===== src/rtl/mhpq_pkg.sv =====
`timescale 1ns / 1ps
// Shared types for the min-heap priority queue: request and response
// structs, operation and status codes, and the cell control bundles.
// No dependencies.
package mhpq_pkg;

  typedef enum logic {
    KIND_INSERT = 1'b0,
    KIND_REMOVE = 1'b1
  } kind_e;

  typedef enum logic [1:0] {
    ST_DONE  = 2'd0,
    ST_EMPTY = 2'd1,
    ST_FULL  = 2'd2
  } status_e;

  localparam int unsigned ValueW = 32;
  localparam int unsigned CountW = 8;

  // One request on the input channel
  typedef struct packed {
    kind_e                    kind;
    logic signed [ValueW-1:0] in_value;
  } req_t;

  // One response on the output channel
  typedef struct packed {
    logic signed [ValueW-1:0] out_value;
    status_e                  status;
    logic [CountW-1:0]        entry_count;
  } rsp_t;

  // Command broadcast to every cell in the same cycle
  typedef struct packed {
    logic                     ins;
    logic                     rem;
    logic signed [ValueW-1:0] value;
  } cmd_t;

  // Contents of one cell as seen by its neighbors
  typedef struct packed {
    logic                     valid;
    logic signed [ValueW-1:0] value;
  } slot_t;

endpackage


===== src/rtl/mhpq_cell.sv =====
`timescale 1ns / 1ps
// One cell of the sorted chain: holds a single entry and trades it with
// its neighbors on insert and remove. Depends on mhpq_pkg.
module mhpq_cell import mhpq_pkg::*; (
  input  logic  clk_i,
  input  logic  rst_ni,
  input  cmd_t  cmd_i,
  input  slot_t left_i,
  input  logic  left_gt_i,
  input  slot_t right_i,
  output slot_t slot_o,
  output logic  gt_o
);

  logic                     valid_q, valid_d;
  logic signed [ValueW-1:0] value_q, value_d;

  // Flag whether the incoming value belongs at or before this cell
  assign gt_o   = !valid_q || (value_q > cmd_i.value);
  assign slot_o = '{valid: valid_q, value: value_q};

  // Shift right past the insertion point, or shift left on remove
  always_comb begin
    valid_d = valid_q;
    value_d = value_q;
    if (cmd_i.ins) begin
      valid_d = valid_q | left_i.valid;
      if (left_gt_i) begin
        value_d = left_i.value;
      end else if (gt_o) begin
        value_d = cmd_i.value;
      end
    end else if (cmd_i.rem) begin
      valid_d = right_i.valid;
      value_d = right_i.value;
    end
  end

  always_ff @(posedge clk_i or negedge rst_ni) begin
    if (!rst_ni) begin
      valid_q <= 1'b0;
    end else begin
      valid_q <= valid_d;
    end
  end

  always_ff @(posedge clk_i) begin
    value_q <= value_d;
  end

endmodule


===== config.mk =====
export PLATFORM = sky130hd
export DESIGN_NAME = mhpq_cell
export DESIGN_NICKNAME = d
export VERILOG_FILES = /design/src/rtl/mhpq_pkg.sv /design/src/rtl/mhpq_cell.sv
export SDC_FILE = /design/constraint.sdc
export NUM_CORES = 1
export LEC_CHECK = 0
export BUFFER_PORTS_ARGS = -buffer_cell sky130_fd_sc_hd__clkbuf_2
export CORE_MARGIN = 8
export CORE_UTILIZATION = 41
export DETAILED_ROUTE_END_ITERATION = 8
export PLACE_DENSITY = 0.83
export SETUP_SLACK_MARGIN = 0.3
export SKIP_LAST_GASP = 1
export SLEW_MARGIN = 20
export SYNTH_ARGS = -nofsm -noshare
export SYNTH_HDL_FRONTEND = slang
export SYNTH_SLANG_ARGS = --single-unit

===== constraint.sdc =====
create_clock -name clk_i -period 4.2 [get_ports clk_i]
set_clock_uncertainty 0.05 [all_clocks]
set_input_delay 0.84 -clock clk_i [delete_from_list [all_inputs] [get_ports clk_i]]
set_output_delay 0.84 -clock clk_i [all_outputs]
set_load 0.05 [all_outputs]

==> reports/summary.json <==
{
  "finish": {
    "highest_count_cells_in_the_layout_ignoring_fill_and_taps": "sky130_fd_sc_hd__clkbuf_2, sky130_fd_sc_hd__a21oi_1, sky130_fd_sc_hd__inv_1, sky130_fd_sc_hd__nor2_1",
    "drive_above_1_share": 0.368,
    "final_common_cell": "sky130_fd_sc_hd__clkbuf_2",
    "utilization": 0.550,
    "insertedDiodeCount": 0,
    "area.growth.synth_to_final_pct": 32.9,
    "fillCellCount": 567,
    "finalNonFillerCells": 487,
    "finish.net_count": 544,
    "finished_layout_cell_area_mm2": 0.00341
  },
  "power_and_ir_drop": {
    "power.ir.vdd_worst_mv": 0.201,
    "cellLeakagePower_nw": 1.79,
    "total_power_mw": 1.10,
    "power.density_cell_area_mw_per_mm2": 322
  },
  "clock_network": {
    "clk_pin_slew_ns": 0.08,
    "cts_resized": 0,
    "root_buffer": "sky130_fd_sc_hd__clkbuf_8",
    "clock_tree.buffer_depth": 2,
    "insertion_delay_ns": 0.29,
    "numCtsBuffers": 5,
    "tritoncts": "yes",
    "post-cts-setup-buffers": 0,
    "cts.hold.buffers_added": 0,
    "cts_num_sinks": 33,
    "h-tree-depth": 2
  },
  "placement": {
    "port-buffer-count": 136,
    "place_hpwl_mm": 6.14,
    "dp_cells": 479,
    "finalWeightedCongestion": 0.784,
    "preCtsSetupSlack_ns": 0.511,
    "placed_area_mm2": 0.00333
  },
  "synth": {
    "ys_ff_latch": 33,
    "post_synth_and_or_nand_nor_area_fraction": 0.135,
    "synth_compound_gate_area_share": 0.130,
    "post_synth_xor_area_fraction": 0,
    "synth_top_family_by_area": "adder cells",
    "post_synth_instance_area_mm2": 0.00257,
    "syn-mean-instance-area_um2": 9.35,
    "synth_cell_type_count": 29,
    "post_synth_fa_ha_maj_area_fraction": 0.156,
    "syn-num-nets": 410,
    "synthArstFlopShare": 0.0303,
    "synthFlopType": "sky130_fd_sc_hd__edfxtp_1",
    "synth_enable_flop_cells": 32,
    "syn_inst": 275,
    "synth.yosys.seq_area_share": 0.384,
    "synthMuxAreaShare": 0.125,
    "synthesis_warnings": 0
  },
  "floorplan": {
    "rows": 29,
    "initial_standard_cell_utilization_of_the_core": 0.414,
    "io-pin-count": 137,
    "area_enclosed_by_the_die_boundary_mm2": 0.00906,
    "die_x_um": 95.2,
    "fp.coreArea_mm2": 0.00620,
    "die_span_y_um": 95.2
  },
  "routing": {
    "wirelength_mm": 7.32,
    "firstDrtPassIters": 4,
    "route.antenna.remaining_nets": 0,
    "vias_per_cell": 4.97,
    "route.detailed.drc": 0,
    "wire_per_inst_um": 15.0,
    "drt-initial-drc-count": 81,
    "routed-via-count": 2418
  },
  "sta": {
    "report.final.setup_viol": 0,
    "worstMarginPinSlew_ns": 0.739,
    "final_period_utilization": 0.880,
    "relSlewSlack": 0.495,
    "hold_ws_ns": 0.260,
    "slew_violations": 0,
    "final-hold-violation-count": 0,
    "fin_tns_setup_ns": 0,
    "grt_setup_unrepaired": "no",
    "max_freq_ghz": 0.271,
    "min_period_ns": 3.70,
    "setup_ws_ns": 0.505
  },
  "hold_path": {
    "timing.hold.worst.class": "in -> async"
  },
  "global_route": {
    "grt_first_pass_wirelength_mm": 11.5,
    "gr-usage-all-layers": 0.161,
    "antenna_found_initial": 0,
    "maximum_number_of_pins_on_one_net_before_global_route_repair": 68,
    "grt_overflow": 0,
    "via_count_of_the_first_global_routing_pass": 2559
  },
  "outcome": {
    "outcome": "complete, no violations"
  },
  "critical_path": {
    "crit_path_start_kind": "input pin",
    "regToRegSetupSlack_ns": 1.26,
    "path_class": "in -> out",
    "timing.critical_path.to_type": "output pin",
    "cp.arrival_ns": 2.81,
    "crit_fanout": 3,
    "crit_required_ns": 3.31
  },
  "job": {
    "max-cap-violations": 0
  }
}
## power by group
| group | internal (mW) | total [mW] | switching, mW |
|---|---|---|---|
| registers | 0.411 | 0.433 | 0.0220 |
| clock network | 0.114 | 0.234 | 0.119 |
| logic | 0.141 | 0.432 | 0.292 |
## synthesized netlist by cell type, types with 2 or more instances
| cell type | instances | area, µm² |
|---|---|---|
| sky130_fd_sc_hd__o21ai_0 | 7 | 35.0 |
| sky130_fd_sc_hd__mux2i_1 | 32 | 320 |
| sky130_fd_sc_hd__clkbuf_1 | 5 | 18.8 |
| sky130_fd_sc_hd__inv_1 | 35 | 131 |
| sky130_fd_sc_hd__edfxtp_1 | 32 | 961 |
| sky130_fd_sc_hd__a211oi_1 | 3 | 22.5 |
| sky130_fd_sc_hd__a21oi_1 | 47 | 235 |
| sky130_fd_sc_hd__nand3_1 | 6 | 30.0 |
| sky130_fd_sc_hd__buf_1 | 3 | 11.3 |
| sky130_fd_sc_hd__ha_1 | 32 | 400 |
| sky130_fd_sc_hd__nand2_1 | 9 | 33.8 |
| sky130_fd_sc_hd__nor2b_1 | 2 | 12.5 |
| sky130_fd_sc_hd__nand4_1 | 8 | 50.1 |
| sky130_fd_sc_hd__buf_2 | 3 | 15.0 |
| sky130_fd_sc_hd__nor3_1 | 3 | 15.0 |
| sky130_fd_sc_hd__nor2_1 | 35 | 131 |
## cell families (layout without fill, tap and decap cells)
group | after synthesis | after routing
AOI/OAI and AO/OA | 62 | 62
adders and majority gates | 32 | 32
buffers and inverters | 47 | 182
DFF | 33 | 33
muxes | 32 | 32
and+or+nand+nor | 69 | 69
## final timing paths
kind	from	cells past startpoint	endpoint
worst min-delay path	rst_ni	1	valid_q
worst max register to register	value_q[23]	8	value_q[4]
worst max-delay path	cmd_i[23]	10	gt_o
worst min register to register	valid_q	2	valid_q
max in group asynchronous	rst_ni	1	valid_q
min in group clk_i	valid_q	2	valid_q
## registers in the layout (all words and copies together), names as in the netlist
signal and count:
valid_q 1, value_q 32
## area by class of cell
class	count	area [µm²]	share of cell area
Multi-Input combinational cell	195	1410	0.413
Clock buffer	5	68.8	0.0202
Inverter	35	131	0.0385
Clock inverter	3	17.5	0.00513
Timing Repair Buffer	139	703	0.206
Tap cell	77	96.3	0.0282
Sequential cell	33	986	0.289
## layer usage
layer / wire [µm] / share of wire / GRT usage / vias up
met5: 0 / 0 / 0 / -
met4: 121 / 0.017 / 0.0572 / 0
li1: - / - / - / 1251
met1: 2840 / 0.39 / 0.176 / 1094
met3: 477 / 0.065 / 0.0370 / 10
met2: 3890 / 0.53 / 0.297 / 63
## critical path, cell delays in order
cell                       delay, ns
sky130_fd_sc_hd__clkbuf_2       0.09
sky130_fd_sc_hd__inv_1          0.04
sky130_fd_sc_hd__ha_1           0.32
sky130_fd_sc_hd__a21oi_1        0.16
sky130_fd_sc_hd__o21ai_0        0.14
sky130_fd_sc_hd__a211oi_1       0.40
sky130_fd_sc_hd__and3_1         0.24
sky130_fd_sc_hd__o21ai_0        0.08
sky130_fd_sc_hd__o21ai_1        0.17
sky130_fd_sc_hd__clkbuf_2       0.31
Power figures use the tool's default switching activity.
